--- src/rtl/fsd_fifo.sv ---
// Small register-based queue with occupancy count.
module fsd_fifo #(
   parameter int unsigned WIDTH = 8,
   parameter int unsigned DEPTH = 4
) (
   input  logic             clock,
   input  logic             reset,
   input  logic             push,
   input  logic [WIDTH-1:0] wr_data,
   output logic             full,
   input  logic             pop,
   output logic [WIDTH-1:0] rd_data,
   output logic             empty
);

   localparam int unsigned PTR_W = (DEPTH > 1) ? $clog2(DEPTH) : 1;
   localparam int unsigned CNT_W = $clog2(DEPTH + 1);

   logic [WIDTH-1:0] mem_ff [DEPTH];
   logic [PTR_W-1:0] wr_ptr_ff, wr_ptr_in;
   logic [PTR_W-1:0] rd_ptr_ff, rd_ptr_in;
   logic [CNT_W-1:0] count_ff, count_in;
   logic             do_push, do_pop;

   assign full    = (count_ff == CNT_W'(DEPTH));
   assign empty   = (count_ff == '0);
   assign rd_data = mem_ff[rd_ptr_ff];
   assign do_push = push && !full;
   assign do_pop  = pop && !empty;

   always_comb begin
      wr_ptr_in = wr_ptr_ff;
      rd_ptr_in = rd_ptr_ff;
      count_in  = count_ff;
      if (do_push) begin
         wr_ptr_in = (wr_ptr_ff == PTR_W'(DEPTH - 1)) ? '0 : wr_ptr_ff + 1'b1;
      end
      if (do_pop) begin
         rd_ptr_in = (rd_ptr_ff == PTR_W'(DEPTH - 1)) ? '0 : rd_ptr_ff + 1'b1;
      end
      if (do_push && !do_pop) begin
         count_in = count_ff + 1'b1;
      end else if (do_pop && !do_push) begin
         count_in = count_ff - 1'b1;
      end
   end

   always_ff @(posedge clock) begin
      if (reset) begin
         wr_ptr_ff <= '0;
         rd_ptr_ff <= '0;
         count_ff  <= '0;
      end else begin
         wr_ptr_ff <= wr_ptr_in;
         rd_ptr_ff <= rd_ptr_in;
         count_ff  <= count_in;
      end
   end

   always_ff @(posedge clock) begin
      if (do_push) begin
         mem_ff[wr_ptr_ff] <= wr_data;
      end
   end

endmodule

--- config.mk ---
export PLATFORM = sky130hd
export DESIGN_NAME = fsd_fifo
export DESIGN_NICKNAME = d
export VERILOG_FILES = /design/src/rtl/fsd_fifo.sv
export SDC_FILE = /design/constraint.sdc
export NUM_CORES = 1
export LEC_CHECK = 0
export ABC_AREA = 0
export BUFFER_PORTS_ARGS = -buffer_cell sky130_fd_sc_hd__buf_2
export CAP_MARGIN = 10
export CORE_MARGIN = 5
export CORE_UTILIZATION = 30
export CTS_CLUSTER_DIAMETER = 50
export DETAILED_ROUTE_END_ITERATION = 12
export HOLD_SLACK_MARGIN = 0.03
export PLACE_DENSITY = 0.52
export SLEW_MARGIN = 20
export SYNTH_ARGS = -nofsm -noshare
export SYNTH_HDL_FRONTEND = slang
export SYNTH_SLANG_ARGS = --single-unit
--- constraint.sdc ---
create_clock -name clock -period 3.1 [get_ports clock]
set_input_delay 0.155 -clock clock [delete_from_list [all_inputs] [get_ports clock]]
set_output_delay 0.155 -clock clock [all_outputs]
set_load 0.02 [all_outputs]
==> reports/metrics.yaml <==
synth:
  synth-seq-cells: 41
  yosysWarnings: 0
  synth.top_cells.by_area: "edfxtp_1, dfxtp_1, mux4_2"
  async_reset_ff_share_pct: 0
  synth_common_cells: "edfxtp_1, dfxtp_1, mux4_2, ha_1"
  postSynthCellCount: 92
  synth.most_common_cell: "edfxtp_1"
  synthesis.nets: 111
  synth_top_area_share_pct: 58.4
  yosys.area.top_type: "edfxtp_1"
  synthFlopType: "edfxtp_1"
  syn_area_per_cell_um2: 17.9
  synth_edf_count: 32
  netlist_area_um2: 1650
  synth_cell_types: 26
  seq_area_frac_synth_pct: 69.4
clock_network:
  clk_pin_slew_ns: 0.08
  holdBufCountCts: 0
  cts_tree: "yes"
  cts_root_buf: "clkbuf_8"
  h-tree-depth: 2
  cts_resized: 0
  insertion_delay_ns: 0.29
  clock_sinks: 41
  clk_path_buf_depth: 2
  cts_buffers: 5
  post_cts_buffers: 0
floorplan:
  core-area_um2: 5410
  die_w_um: 84.1
  rows: 27
  die_h_um: 84.1
  initial_core_util_pct: 30.4
  ios: 22
  die-area_um2: 7070
layout:
  final_layout_size_suffix_gt1_share_pct: 39.3
  fin_nets: 135
  layout.cells.non_filler: 189
  diodes: 0
  syn_to_final_growth_pct: 15.7
  nFillCells: 546
setup_path:
  r2r_start: "count_ff[0]"
  r2r_cells: 9
  rrSetupSlack_ns: 0.65
  path_cells: "or3b_1 > clkinv_4 > nor2_2 > ha_1 > inv_1 > fa_1 > xor2_1 > or3_2 > a21oi_1"
  slowest_delay_ns: 0.45
  end_kind: "flop"
  critPathKind: "flop to flop"
  worstPathMaxFanout: 7
  slowest_stage: "dfxtp_1"
  path_delay_family: "simple AND/OR/NAND/NOR gates"
  required_ns: 3.32
  start_kind: "flop"
  r2r_end: "count_ff[2]"
  cp.arrival_ns: 2.67
  cp.buffers_inverters: 2
power_and_ir_drop:
  ir_drop_mv: 0.396
  power_density_nw_per_um2: 772
  leakage_nw: 0.690
  finalPower_w: 0.00147
hold_path:
  hp-start: "wr_data[2]"
  worstHoldEndpoint: "mem_ff[2][2]"
  hold_depth: 1
  hp-class: "primary input to flop"
run_status:
  outcome: "completed"
sta:
  whs_ns: 0.0764
  slew_headroom_pct: 61.0
  setup_violations: 0
  clock_skew_ns: 0.00826
  fin_tns_setup_ns: 0
  finalHoldViolCount: 0
  post-route-min-period_ns: 2.45
  fin_ws_ns: 0.647
  fmax_mhz: 408
  slew_viol_final: 0
  fin_crit_sh_pct: 79.1
  rsz0062_at_grt: "false"
  tightest_slew_ns: 0.584
detailed_routing:
  drt_iter0_drc: 35
  wl_per_cell_um: 15.1
  via_count: 855
  drc: 0
  routed_wl_um: 2850
  ant_nets: 0
  via_per_inst: 4.52
  firstDrtPassIters: 4
grt:
  grt_max_degree: 14
  grt.total_usage_pct: 8.83
  antenna_found_initial: 0
  grt_overflow: 0
  first_global_vias: 928
  grt_pass1_wl_um: 4640
flow_run:
  timing.max_cap.violations: 0
placement:
  hpwlAfterDp_um: 2010
  dp_cells: 181
  port_buffers: 21
  place_ws_ns: 0.662
  place_congestion: 0.692
==> where the power goes <==
group	switching, W	internal (W)	leakage [nW]
clock	0.000179	0.000155	0.0439
combinational	0.000217	0.000180	0.279
sequential	0.0000681	0.000670	0.367
total	0.000464	0.00100	0.690
==> cells in the final DEF, fill, tap and decap left out, types with 2 or more instances in the layout <==
cell / instances
mux4_2: 8
mux2i_1: 2
nor3_1: 2
dfxtp_1: 9
clkbuf_8: 5
ha_1: 6
inv_1: 4
nand3_1: 2
clkinv_2: 2
a21oi_1: 3
edfxtp_1: 32
buf_2: 21
o31ai_2: 2
xor2_1: 2
nor2_1: 3
and3_2: 4
==> sequential cells by signal, summed over array words and instances (netlist names), named ones only <==
signal and cells:
mem_ff 32, count_ff 3, rd_ptr_ff 2, wr_ptr_ff 2
==> stage by stage <==
step | instance area (um^2) | util, %
finish | 1900 | 35.2
global route | 1900 | 35.2
CTS | 1900 | 35.2
detailed placement | 1820 | 33.6
global placement | 1820 | 33.6
floorplan | 1650 | -
==> worst max-delay path by stage <==
stage                     start          end  slack [ns]  cells after the start
global placement    count_ff[0]  count_ff[2]        0.83                      9
finish              count_ff[0]  count_ff[2]        0.65                      9
floorplan           count_ff[0]  count_ff[2]        0.91                     10
CTS                 count_ff[0]  count_ff[2]        0.64                      9
detailed placement  count_ff[0]  count_ff[2]        0.66                      9
global route        count_ff[0]  count_ff[2]        0.47                      9
==> area by class of cell <==
type,instances,area [um^2],area share [%]
Multi-Input combinational cell,42,457,24.0
Timing Repair Buffer,21,105,5.52
Clock inverter,3,17.5,0.920
Clock buffer,5,68.8,3.62
Inverter,5,23.8,1.25
Tap cell,72,90.1,4.73
Sequential cell,41,1140,60.0
==> logic make-up after synthesis <==
family | count (synthesis) | share of synthesized area, %
fa+ha+maj | 7 | 5.78
compound gates | 7 | 3.04
simple gates | 16 | 5.70
xor+xnor | 2 | 1.06
flops | 41 | 69.4
buf+inv | 9 | 2.89
mux | 10 | 12.2
==> layer usage <==
metal  routed length [um]  up-vias  track usage (%)
met5                    0        -                0
met4                   87        0             5.85
met3                  139        9             3.06
met2                 1370       25             13.3
met1                 1250      424             10.6
li1                     -      397                -
No activity file was read; power rests on OpenSTA's default activity.
