**src/rtl/fsd_pkg.sv**
```systemverilog
// Shared constants and types for the FM sample to clock divisor block.
package fsd_pkg;

   localparam int unsigned DIVISOR_BITS_DEF = 24;

   localparam int unsigned SAMPLE_W    = 16;
   localparam int unsigned CARRIER_W   = 28;
   localparam int unsigned DEVIATION_W = 20;
   localparam int unsigned CSR_DATA_W  = 28;
   localparam int unsigned CSR_INDEX_W = 1;

   // sample (signed 16) times deviation (unsigned 20, one sign bit added)
   localparam int unsigned PROD_W     = SAMPLE_W + DEVIATION_W + 1;
   localparam int unsigned FRAC_SHIFT = 15;
   localparam int unsigned OFFSET_W   = PROD_W - FRAC_SHIFT;

   // signed frequency and its positive magnitude
   localparam int unsigned FREQ_W = 30;
   localparam int unsigned MAG_W  = FREQ_W - 1;

   // 500 MHz source times 4096 for the 12.12 divisor
   localparam int unsigned           DIVIDEND_W = 41;
   localparam logic [DIVIDEND_W-1:0] DIVIDEND   = 41'd2048000000000;

   localparam logic [CARRIER_W-1:0]   CARRIER_RESET   = 28'd100000000;
   localparam logic [DEVIATION_W-1:0] DEVIATION_RESET = 20'd75000;

   localparam logic [CSR_INDEX_W-1:0] CSR_CARRIER   = 1'b0;
   localparam logic [CSR_INDEX_W-1:0] CSR_DEVIATION = 1'b1;

   localparam int unsigned JOB_DEPTH = 4;
   localparam int unsigned RSP_DEPTH = 2;

   // one classified sample on its way from front to back
   typedef struct packed {
      logic [MAG_W-1:0] freq;
      logic             sat;
   } fsd_job_type;

endpackage

```
**src/rtl/fsd_front.sv**
```systemverilog
// Front end: config registers, deviation multiply, frequency and range classification.
module fsd_front #(
   parameter int unsigned DIVISOR_BITS = fsd_pkg::DIVISOR_BITS_DEF
) (
   input  logic                                 clock,
   input  logic                                 reset,
   input  logic                                 csr_we,
   input  logic [fsd_pkg::CSR_INDEX_W-1:0]      csr_index,
   input  logic [fsd_pkg::CSR_DATA_W-1:0]       csr_wdata,
   input  logic                                 push,
   output logic                                 full,
   input  logic signed [fsd_pkg::SAMPLE_W-1:0]  sample,
   output logic                                 job_push,
   output fsd_pkg::fsd_job_type                 job,
   input  logic                                 job_full
);

   import fsd_pkg::*;

   // dividend above the quotient bits; a frequency at or below it overflows
   localparam logic [MAG_W-1:0] TOP = MAG_W'(DIVIDEND >> DIVISOR_BITS);

   logic [CARRIER_W-1:0]     carrier_ff, carrier_in;
   logic [DEVIATION_W-1:0]   deviation_ff, deviation_in;
   logic                     a_valid_ff;
   logic signed [PROD_W-1:0] prod_ff, prod_in;
   logic                     b_valid_ff;
   fsd_job_type              job_ff, job_in;

   logic                       advance;
   logic signed [DEVIATION_W:0] dev_s;
   logic signed [OFFSET_W-1:0] offset;
   logic signed [FREQ_W-1:0]   freq;
   logic [MAG_W-1:0]           mag;
   logic                       nonpos;

   // stall both stages together when stage b holds a job and the job queue is full
   assign advance  = !b_valid_ff || !job_full;
   assign full     = !advance;
   assign job_push = b_valid_ff && !job_full;
   assign job      = job_ff;

   always_comb begin
      carrier_in   = carrier_ff;
      deviation_in = deviation_ff;
      if (csr_we) begin
         case (csr_index)
            CSR_CARRIER:   carrier_in   = csr_wdata[CARRIER_W-1:0];
            CSR_DEVIATION: deviation_in = csr_wdata[DEVIATION_W-1:0];
            default: ;
         endcase
      end
   end

   always_comb begin
      dev_s   = $signed({1'b0, deviation_ff});
      prod_in = sample * dev_s;
   end

   // floor by 2^15, add carrier, classify
   always_comb begin
      offset      = OFFSET_W'(prod_ff >>> FRAC_SHIFT);
      freq        = $signed(FREQ_W'({1'b0, carrier_ff})) + FREQ_W'(offset);
      mag         = freq[MAG_W-1:0];
      nonpos      = freq[FREQ_W-1] || (freq == '0);
      job_in.freq = mag;
      job_in.sat  = nonpos || (mag <= TOP);
   end

   always_ff @(posedge clock) begin
      if (reset) begin
         carrier_ff   <= CARRIER_RESET;
         deviation_ff <= DEVIATION_RESET;
         a_valid_ff   <= 1'b0;
         b_valid_ff   <= 1'b0;
      end else begin
         carrier_ff   <= carrier_in;
         deviation_ff <= deviation_in;
         if (advance) begin
            a_valid_ff <= push;
            b_valid_ff <= a_valid_ff;
         end
      end
   end

   always_ff @(posedge clock) begin
      if (advance) begin
         prod_ff <= prod_in;
         job_ff  <= job_in;
      end
   end

endmodule

```
**config.mk**
```make
export PLATFORM = sky130hd
export DESIGN_NAME = fsd_front
export DESIGN_NICKNAME = d
export VERILOG_FILES = /design/src/rtl/fsd_pkg.sv /design/src/rtl/fsd_front.sv
export SDC_FILE = /design/constraint.sdc
export NUM_CORES = 1
export LEC_CHECK = 0
export ABC_AREA = 1
export BUFFER_PORTS_ARGS = -buffer_cell sky130_fd_sc_hd__buf_2
export CORE_MARGIN = 4
export CORE_UTILIZATION = 45
export DETAILED_ROUTE_END_ITERATION = 7
export MAX_ROUTING_LAYER = met4
export SYNTH_ARGS = -nofsm -noshare
export SYNTH_HDL_FRONTEND = slang
export SYNTH_SLANG_ARGS = --single-unit
```
**constraint.sdc**
```tcl
create_clock -name clock -period 6.47 [get_ports clock]
set_input_delay 0 -clock clock [delete_from_list [all_inputs] [get_ports clock]]
set_output_delay 0 -clock clock [all_outputs]
set_load 0.005 [all_outputs]
```
==> qor.yml <==
status: "finished clean"
path_class: "flop to flop"
path_cells: "nand2_1 -> fa_1 -> inv_1 -> fa_1 -> fa_1 -> inv_1 -> fa_1 -> inv_1 -> fa_1 -> inv_1 -> fa_1 -> inv_1 -> ha_1 -> a21o_1 -> a21oi_1 -> nand2_1 -> a21oi_1 -> o21ai_1 -> nand2_1 -> nand3_1 -> nand2_1 -> nand2_1 -> nand2_1 -> nand2_1"
hpwl_um: 37200
fillers: 3684
num_io_pins: 82
ys_async_sr_fraction: 0
io_buffers: 81
skew_ps: 15.1
synth_largest_area_cell: "fa_1"
critical-path-slowest-cell: "dfxtp_1"
max-clock-path-buffers: 2
finalMaxSlewViolations: 0
viasPerCell: 4.91
wl_per_cell_um: 15.7
setup_viol: 0
synth_edf_count: 52
yosys_warnings: 0
yosysSeqAreaShare: 0.151
rows: 70
worst_ep_required_time_ps: 6590
worstPathArrival_ps: 6190
fin_crit_ps: 6070
path_max_fanout: 13
wl_um: 45200
cts_buffers: 9
dr_total_vias: 14100
antenna_found_initial: 0
nets: 2819
cp-end-kind: "flop"
worstHoldPathType: "input port to flop"
syn-instance-count: 2308
synth_area_leaders: "fa_1 (30%), nand2_1 (14%), inv_1 (13%)"
cts_sinks: 102
drc: 0
grt_pass1_wl_um: 76200
first_pass_iters: 5
hold_viol_final: 0
final_core_utilization: 0.498
core_region_area_sq_mm: 0.0369
rsz0062_at_grt: "no"
fin_tns_setup_ps: 0
tritoncts: "yes"
slew_headroom: 0.374
area_delta_synth_final_pct: 8.48
synth_top_area_share: 0.296
syn-num-nets: 2764
slowest_delay_ps: 780
cpMostUsedCell: "nand2_1"
drv_cap: 0
syn-cell-area_sq_mm: 0.0169
drtIter0Drc: 820
grt_overflow: 0
fmax_mhz: 165
fp.dieH_um: 202
drive_gt1_frac: 0.0722
ys_seq_elements: 102
grt_max_degree: 55
gp_congestion: 0.927
avgSynthCellArea_sq_um: 7.34
h-tree-depth: 3
antennaDiodeCount: 0
ys_types: 38
synth_flop_cell: "edfxtp_1"
dieWidth_um: 202
critPathLaunchType: "flop"
grt_usage: 0.236
initial_core_util: 0.459
yosysMostFrequentCell: "nand2_1"
root_buffer: "clkbuf_16"
path_clk_slew_ps: 80
die_area_sq_mm: 0.0408
finalCritPeriodShare: 0.938
worst_slew_pin_slew_ps: 938
synth_commonest_cells: "nand2_1 (636), inv_1 (601), fa_1 (250), ha_1 (156), nor2_1 (151)"
ant_nets: 0
first_global_vias: 14800
clock_latency_ps: 360
==> routing by layer <==
layer | GRT usage | wire length, um
met5 | - | 0
met1 | 0.321 | 21300
met4 | 0.0391 | 566
met3 | 0.0220 | 1580
met2 | 0.396 | 21700
==> cell usage in the layout (no fill, tap or decap), drive strengths merged <==
cell and n:
a31oi 11, a21oi 66, xor2 14, dfxtp 50
nor2 158, a21o 6, nand4 13, o21bai 5
o21ai 52, a2111oi 2, or2 10, o221ai 1
clkbuf 10, dlygate4sd3 30, clkinv 2, nor4 3
and2 1, o21a 2, edfxtp 52, ha 156
fa 250, xnor2 4, nand2 653, inv 613
buf 99, nand3b 5, a221oi 1, nand3 83
nor3 16
==> per-stage QoR <==
stage | instances | instance area (sq um) | worst slack, ps | hold WS (ps)
after global routing | 2872 | 18400 | 5.76 | 228
final | 2872 | 18400 | 400 | 207
after CTS | 2872 | 18400 | 300 | 190
after global placement | 2826 | 17800 | 333 | 179
after detailed placement | 2826 | 17800 | 321 | 187
after floorplan | 2308 | 16900 | 803 | 31.1
==> critical path: cells and delay by family (launching register included) <==
| family | cells | cell delay [ps] |
|---|---|---|
| AND/OR/NAND/NOR | 8 | 710 |
| adder cells (fa/ha/maj) | 7 | 3370 |
| buffers and inverters | 5 | 250 |
| flip-flops | 1 | 780 |
| AO/OA/AOI/OAI | 4 | 720 |
==> registers in the layout (all words and copies together) (netlist names) <==
| register | count |
|---|---|
| carrier_ff | 28 |
| a_valid_ff | 1 |
| job | 30 |
| b_valid_ff | 1 |
| deviation_ff | 20 |
| prod_ff | 22 |
==> layout make-up <==
cell class / count / area, sq um / share of cell area
inverters: 609 / 2290 / 0.124
multi-input cells: 1512 / 11800 / 0.640
flip-flops and latches: 102 / 2570 / 0.140
clock inverters: 6 / 52.6 / 0.00286
well taps: 504 / 631 / 0.0343
repair buffers: 129 / 841 / 0.0458
clock buffers: 10 / 229 / 0.0125
==> path summary, 6_finish.rpt <==
path	slack, ps	cells past startpoint	endpoint	from
max	400	24	prod_ff[36]$_DFFE_PN_	deviation_ff[8]$_SDFFE_PP0P_
max reg2reg	400	24	prod_ff[36]$_DFFE_PN_	deviation_ff[8]$_SDFFE_PP0P_
min	210	5	deviation_ff[3]$_SDFFE_PP1P_	csr_we
min reg2reg	470	2	carrier_ff[8]$_SDFFE_PP1P_	carrier_ff[8]$_SDFFE_PP1P_
==> cell families after synthesis <==
kind of cell	count (synthesis)	synth area share
and+or+nand+nor	942	0.227
AOI/OAI and AO/OA	146	0.0477
adders and majority gates	406	0.411
xor gates and xnor gates	18	0.00931
buffers and inverters	694	0.154
DFF	102	0.151
==> what timing repair did <==
item,4_1_cts,5_1_grt
hold buffers,30,0
endpoints found under the setup margin,0,2
resized for setup,0,3
endpoints found under the hold margin,42,0
setup buffers,0,0
Power is not shown: default switching activity piles up to over one toggle a cycle in this logic, so the estimate is an artifact.
