## src/rtl/fsd_pkg.sv

```systemverilog
// Shared constants and types for the FM sample to clock divisor block.
package fsd_pkg;

   localparam int unsigned DIVISOR_BITS_DEF = 24;

   localparam int unsigned SAMPLE_W    = 16;
   localparam int unsigned CARRIER_W   = 28;
   localparam int unsigned DEVIATION_W = 20;
   localparam int unsigned CSR_DATA_W  = 28;
   localparam int unsigned CSR_INDEX_W = 1;

   // sample (signed 16) times deviation (unsigned 20, one sign bit added)
   localparam int unsigned PROD_W     = SAMPLE_W + DEVIATION_W + 1;
   localparam int unsigned FRAC_SHIFT = 15;
   localparam int unsigned OFFSET_W   = PROD_W - FRAC_SHIFT;

   // signed frequency and its positive magnitude
   localparam int unsigned FREQ_W = 30;
   localparam int unsigned MAG_W  = FREQ_W - 1;

   // 500 MHz source times 4096 for the 12.12 divisor
   localparam int unsigned           DIVIDEND_W = 41;
   localparam logic [DIVIDEND_W-1:0] DIVIDEND   = 41'd2048000000000;

   localparam logic [CARRIER_W-1:0]   CARRIER_RESET   = 28'd100000000;
   localparam logic [DEVIATION_W-1:0] DEVIATION_RESET = 20'd75000;

   localparam logic [CSR_INDEX_W-1:0] CSR_CARRIER   = 1'b0;
   localparam logic [CSR_INDEX_W-1:0] CSR_DEVIATION = 1'b1;

   localparam int unsigned JOB_DEPTH = 4;
   localparam int unsigned RSP_DEPTH = 2;

   // one classified sample on its way from front to back
   typedef struct packed {
      logic [MAG_W-1:0] freq;
      logic             sat;
   } fsd_job_type;

endpackage

```

## src/rtl/fsd_back.sv

```systemverilog
// Back end: pipelined restoring divider, one quotient bit per stage, with saturation.
module fsd_back #(
   parameter int unsigned DIVISOR_BITS = fsd_pkg::DIVISOR_BITS_DEF
) (
   input  logic                    clock,
   input  logic                    reset,
   input  logic                    job_valid,
   input  fsd_pkg::fsd_job_type    job,
   output logic                    job_pop,
   output logic                    res_push,
   output logic [DIVISOR_BITS-1:0] res_divisor,
   output logic                    res_sat,
   input  logic                    res_full
);

   import fsd_pkg::*;

   localparam logic [MAG_W-1:0] TOP = MAG_W'(DIVIDEND >> DIVISOR_BITS);

   logic                    valid_ff [DIVISOR_BITS];
   logic [MAG_W-1:0]        freq_ff  [DIVISOR_BITS];
   logic [MAG_W-1:0]        rem_ff   [DIVISOR_BITS];
   logic [DIVISOR_BITS-1:0] quo_ff   [DIVISOR_BITS];
   logic                    sat_ff   [DIVISOR_BITS];

   logic                    src_valid [DIVISOR_BITS];
   logic [MAG_W-1:0]        src_freq  [DIVISOR_BITS];
   logic [MAG_W-1:0]        src_rem   [DIVISOR_BITS];
   logic [DIVISOR_BITS-1:0] src_quo   [DIVISOR_BITS];
   logic                    src_sat   [DIVISOR_BITS];

   logic advance;

   // advance the whole pipe unless the last stage is blocked
   assign advance = !valid_ff[DIVISOR_BITS-1] || !res_full;
   assign job_pop = advance && job_valid;

   assign src_valid[0] = job_valid;
   assign src_freq[0]  = job.freq;
   assign src_rem[0]   = TOP;
   assign src_quo[0]   = '0;
   assign src_sat[0]   = job.sat;

   for (genvar k = 1; k < DIVISOR_BITS; k++) begin : g_link
      assign src_valid[k] = valid_ff[k-1];
      assign src_freq[k]  = freq_ff[k-1];
      assign src_rem[k]   = rem_ff[k-1];
      assign src_quo[k]   = quo_ff[k-1];
      assign src_sat[k]   = sat_ff[k-1];
   end

   for (genvar k = 0; k < DIVISOR_BITS; k++) begin : g_stage
      logic [MAG_W:0]          trial;
      logic                    fits;
      logic [MAG_W-1:0]        rem_in;
      logic [DIVISOR_BITS-1:0] quo_in;

      // bring down the next dividend bit, subtract where it fits
      always_comb begin
         trial  = {src_rem[k], DIVIDEND[DIVISOR_BITS-1-k]};
         fits   = (trial >= {1'b0, src_freq[k]});
         rem_in = fits ? MAG_W'(trial - {1'b0, src_freq[k]}) : trial[MAG_W-1:0];
         quo_in = {src_quo[k][DIVISOR_BITS-2:0], fits};
      end

      always_ff @(posedge clock) begin
         if (reset) begin
            valid_ff[k] <= 1'b0;
         end else if (advance) begin
            valid_ff[k] <= src_valid[k];
         end
      end

      always_ff @(posedge clock) begin
         if (advance) begin
            freq_ff[k] <= src_freq[k];
            rem_ff[k]  <= rem_in;
            quo_ff[k]  <= quo_in;
            sat_ff[k]  <= src_sat[k];
         end
      end
   end

   assign res_push    = advance && valid_ff[DIVISOR_BITS-1];
   assign res_sat     = sat_ff[DIVISOR_BITS-1];
   assign res_divisor = sat_ff[DIVISOR_BITS-1] ? '1 : quo_ff[DIVISOR_BITS-1];

endmodule

```

## config.mk

```make
export PLATFORM = sky130hd
export DESIGN_NAME = fsd_back
export DESIGN_NICKNAME = d
export VERILOG_FILES = /design/src/rtl/fsd_pkg.sv /design/src/rtl/fsd_back.sv
export SDC_FILE = /design/constraint.sdc
export NUM_CORES = 2
export LEC_CHECK = 0
export BUFFER_PORTS_ARGS = -buffer_cell sky130_fd_sc_hd__buf_2
export CAP_MARGIN = 15
export CORE_MARGIN = 2
export CORE_UTILIZATION = 35
export DETAILED_ROUTE_END_ITERATION = 7
export HOLD_SLACK_MARGIN = 0.05
export PLACE_DENSITY_LB_ADDON = 0.05
export SYNTH_ARGS = -nofsm -noshare
export SYNTH_HDL_FRONTEND = slang
export SYNTH_SLANG_ARGS = --single-unit
```

## constraint.sdc

```tcl
create_clock -name clock -period 90.9 [get_ports clock]
set_clock_uncertainty 0.1 [all_clocks]
set_input_delay 13.635 -clock clock [delete_from_list [all_inputs] [get_ports clock]]
set_output_delay 13.635 -clock clock [all_outputs]
set_load 0.05 [all_outputs]
```

==> results.cfg <==
[run_status]
status = complete, no violations

[worst_setup_path]
reg2reg_from = valid_ff[2][7]$_DFFE_PP_
cp-end-kind = output pin
crit_type = primary input to output pin
cp_max_fo = 62
startpoint_type = primary input
arrival_ns = 14.84
required_ns = 77.16
rr_endpoint = quo_ff[2][126]$_DFFE_PN_
crit_end = job_pop
crit_start = res_full
reg2regPathDepth = 6
ff2ff_setup_slack_ns = 85.11

[floorplanning]
design.core.area_um2 = 262000
die_h_um = 517
chipWidth_um = 517
rows = 188
io_pins = 61
initial_core_util_pct = 35.1
dieArea_um2 = 267000

[global_routing]
grt.total_usage_pct = 17.2
grt_pass1_vias = 58500
grt_max_degree = 195
antenna_found_initial = 3
overflow = 0
grt_pass1_wl_mm = 355

[routing]
final_antenna_net_count = 0
routedWlPerCell_um = 19.9
via_per_inst = 5.02
vias = 58800
dr.pass1.iters = 6
routed_wl_mm = 232
drc = 0
drt_iter0_markers = 3727

[timing]
rsz0062_at_grt = no
hold_slack_ns = 0.264
relSlewSlack_pct = 24.6
setup_viol = 0
tns_ns = 0
tightestPinTransition_ns = 1.13
fin_crit_sh_pct = 31.4
hold_viol_final = 0
fmax_ghz = 0.0350
finalCriticalPeriod_ns = 28.58
drv_slew = 0

[yosys]
syn_nets = 8616
ys_async_sr_fraction_pct = 0
synth_top_area_share_pct = 54.9
synth_seq_cells = 1682
seq_area_frac_synth_pct = 54.9
ys_top_cells_by_area = edfxtp_1, ha_1, inv_1
synth_flop_cell = edfxtp_1
yosysWarningCount = 0
synth_cells = 7895
synth.distinct_cells = 100
synth_edf_count = 1682
synth_area_leader_cell = edfxtp_1
syn_area_um2 = 92000
syn-mean-instance-area_um2 = 11.7

[placed_design]
routabilityCongestion = 0.845
post-dp-hpwl_mm = 175
dp_cells = 11300
io_buffers = 60

[layout]
syn_to_final_growth_pct = 12.0
nets = 8762
stdcell_count = 11700
utilization_pct = 39.4
drive_above_1_share_pct = 9.33

[clock_tree]
cts_tree = built
cts_resized = 0
cts_setup_buffers = 0
clock_latency_ns = 0.90
htree_levels = 4
ctsHoldBuffers = 0
cts-root-buf = clkbuf_16
clock_sinks = 1682
clk_pin_slew_ns = 0.06
cts_buffer_depth = 4
numCtsBuffers = 204

[pwr]
powerDensity_nw_per_um2 = 31.9
peakVddDrop_mv = 0.0220
leakage_nw = 43.1

[run]
maxCapViolCount = 0

[min_path]
hold_class = flop to flop
-- report_power, final --
group	internal (mW)	switching, mW
clock	0.486	0.324
combinational	0.556	0.715
sequential	1.09	0.116
total	2.14	1.16
-- cell usage in the layout (no fill, tap or decap), types with 251 or more instances in the layout --
cell         n
a21o_1     319
nand2_1    524
o21ai_0    490
a21oi_1    614
inv_1      828
edfxtp_1  1682
xnor2_1    344
ha_1       665
nor2_1     385
mux2_2     251
-- registers in the layout, summed over array words and instances, names as in the netlist --
| register | flops |
|---|---|
| rem_ff | 667 |
| freq_ff | 667 |
| sat_ff | 24 |
| valid_ff | 24 |
| quo_ff | 300 |
-- stage by stage --
stage	power, mW	setup WS, ns	area [µm²]
floorplan	2.14	25.69	92000
global placement	2.51	62.23	96400
CTS	3.35	62.23	103000
detailed placement	2.51	62.24	96500
global route	3.52	62.16	103000
finish	3.29	62.32	103000
-- cell usage after synthesis (12+ instances only) --
library cell	number
o2111ai_1	15
mux2_1	12
a41oi_1	12
fa_1	22
nand2b_1	85
o31ai_1	39
nor2b_1	98
buf_2	33
mux2_2	251
nor3_1	74
a21oi_1	618
xnor2_1	344
nand3_1	122
inv_1	828
o21ai_1	21
xor2_1	207
or2_2	39
nor2_1	386
and4_1	17
a211oi_1	51
edfxtp_1	1682
a21boi_0	21
o31a_1	14
or3_1	24
nand2_1	525
a21o_1	320
a31o_2	12
o21a_1	87
buf_1	12
nor4_1	32
nor3b_1	15
ha_1	665
buf_4	14
mux2i_1	18
and2_1	54
clkbuf_1	96
o21bai_1	63
a211o_1	21
o21ai_0	491
o21ai_2	27
and3_1	54
o211ai_1	24
a31oi_1	56
nand4_1	97
a221oi_1	20
-- cell families after synthesis --
| group | after synthesis | synth area share, % |
|---|---|---|
| compound gates | 2034 | 13.9 |
| flops | 1682 | 54.9 |
| simple gates | 1671 | 8.78 |
| buf+inv | 989 | 4.20 |
| fa+ha+maj | 687 | 9.52 |
| xor+xnor | 551 | 5.24 |
| mux | 281 | 3.41 |
-- worst max-delay path, stage by stage --
cell and delay (ns):
buf_2 0.13, nand2_4 0.57, and2_1 0.24, buf_2 0.26
-- final cells by class --
class                           instances  area [µm²]
Clock buffer                          249        5340
Clock inverter                        107        1210
Inverter                              828        3110
Multi-Input combinational cell       5224       37800
Fill cell                           25100      159000
Antenna cell                            4        10.0
Sequential cell                      1682       50500
Timing Repair Buffer                  101         689
Tap cell                             3515        4400
-- per-layer routing --
metal,part of all wire [%],GRT usage (%),vias up
li1,-,-,29300
met1,43,21.3,28500
met2,52,31.7,809
met3,2.9,2.13,278
met4,2.0,3.72,0
met5,0,0,-
-- how the worst min path moves through the flow --
stage / from / to / slack [ns] / depth (start not counted)
3_3_place_gp: quo_ff[2][136]$_DFFE_PN_ / quo_ff[2][161]$_DFFE_PN_ / 0.30 / 0
6_report: quo_ff[0][74]$_DFFE_PN_ / quo_ff[0][99]$_DFFE_PN_ / 0.26 / 0
5_1_grt: quo_ff[0][74]$_DFFE_PN_ / quo_ff[0][99]$_DFFE_PN_ / 0.29 / 0
4_1_cts: quo_ff[0][74]$_DFFE_PN_ / quo_ff[0][99]$_DFFE_PN_ / 0.25 / 0
3_5_place_dp: quo_ff[0][125]$_DFFE_PN_ / quo_ff[0][150]$_DFFE_PN_ / 0.30 / 0
2_1_floorplan: quo_ff[0][75]$_DFFE_PN_ / quo_ff[0][100]$_DFFE_PN_ / 0.30 / 0
Power figures use the tool's default switching activity.
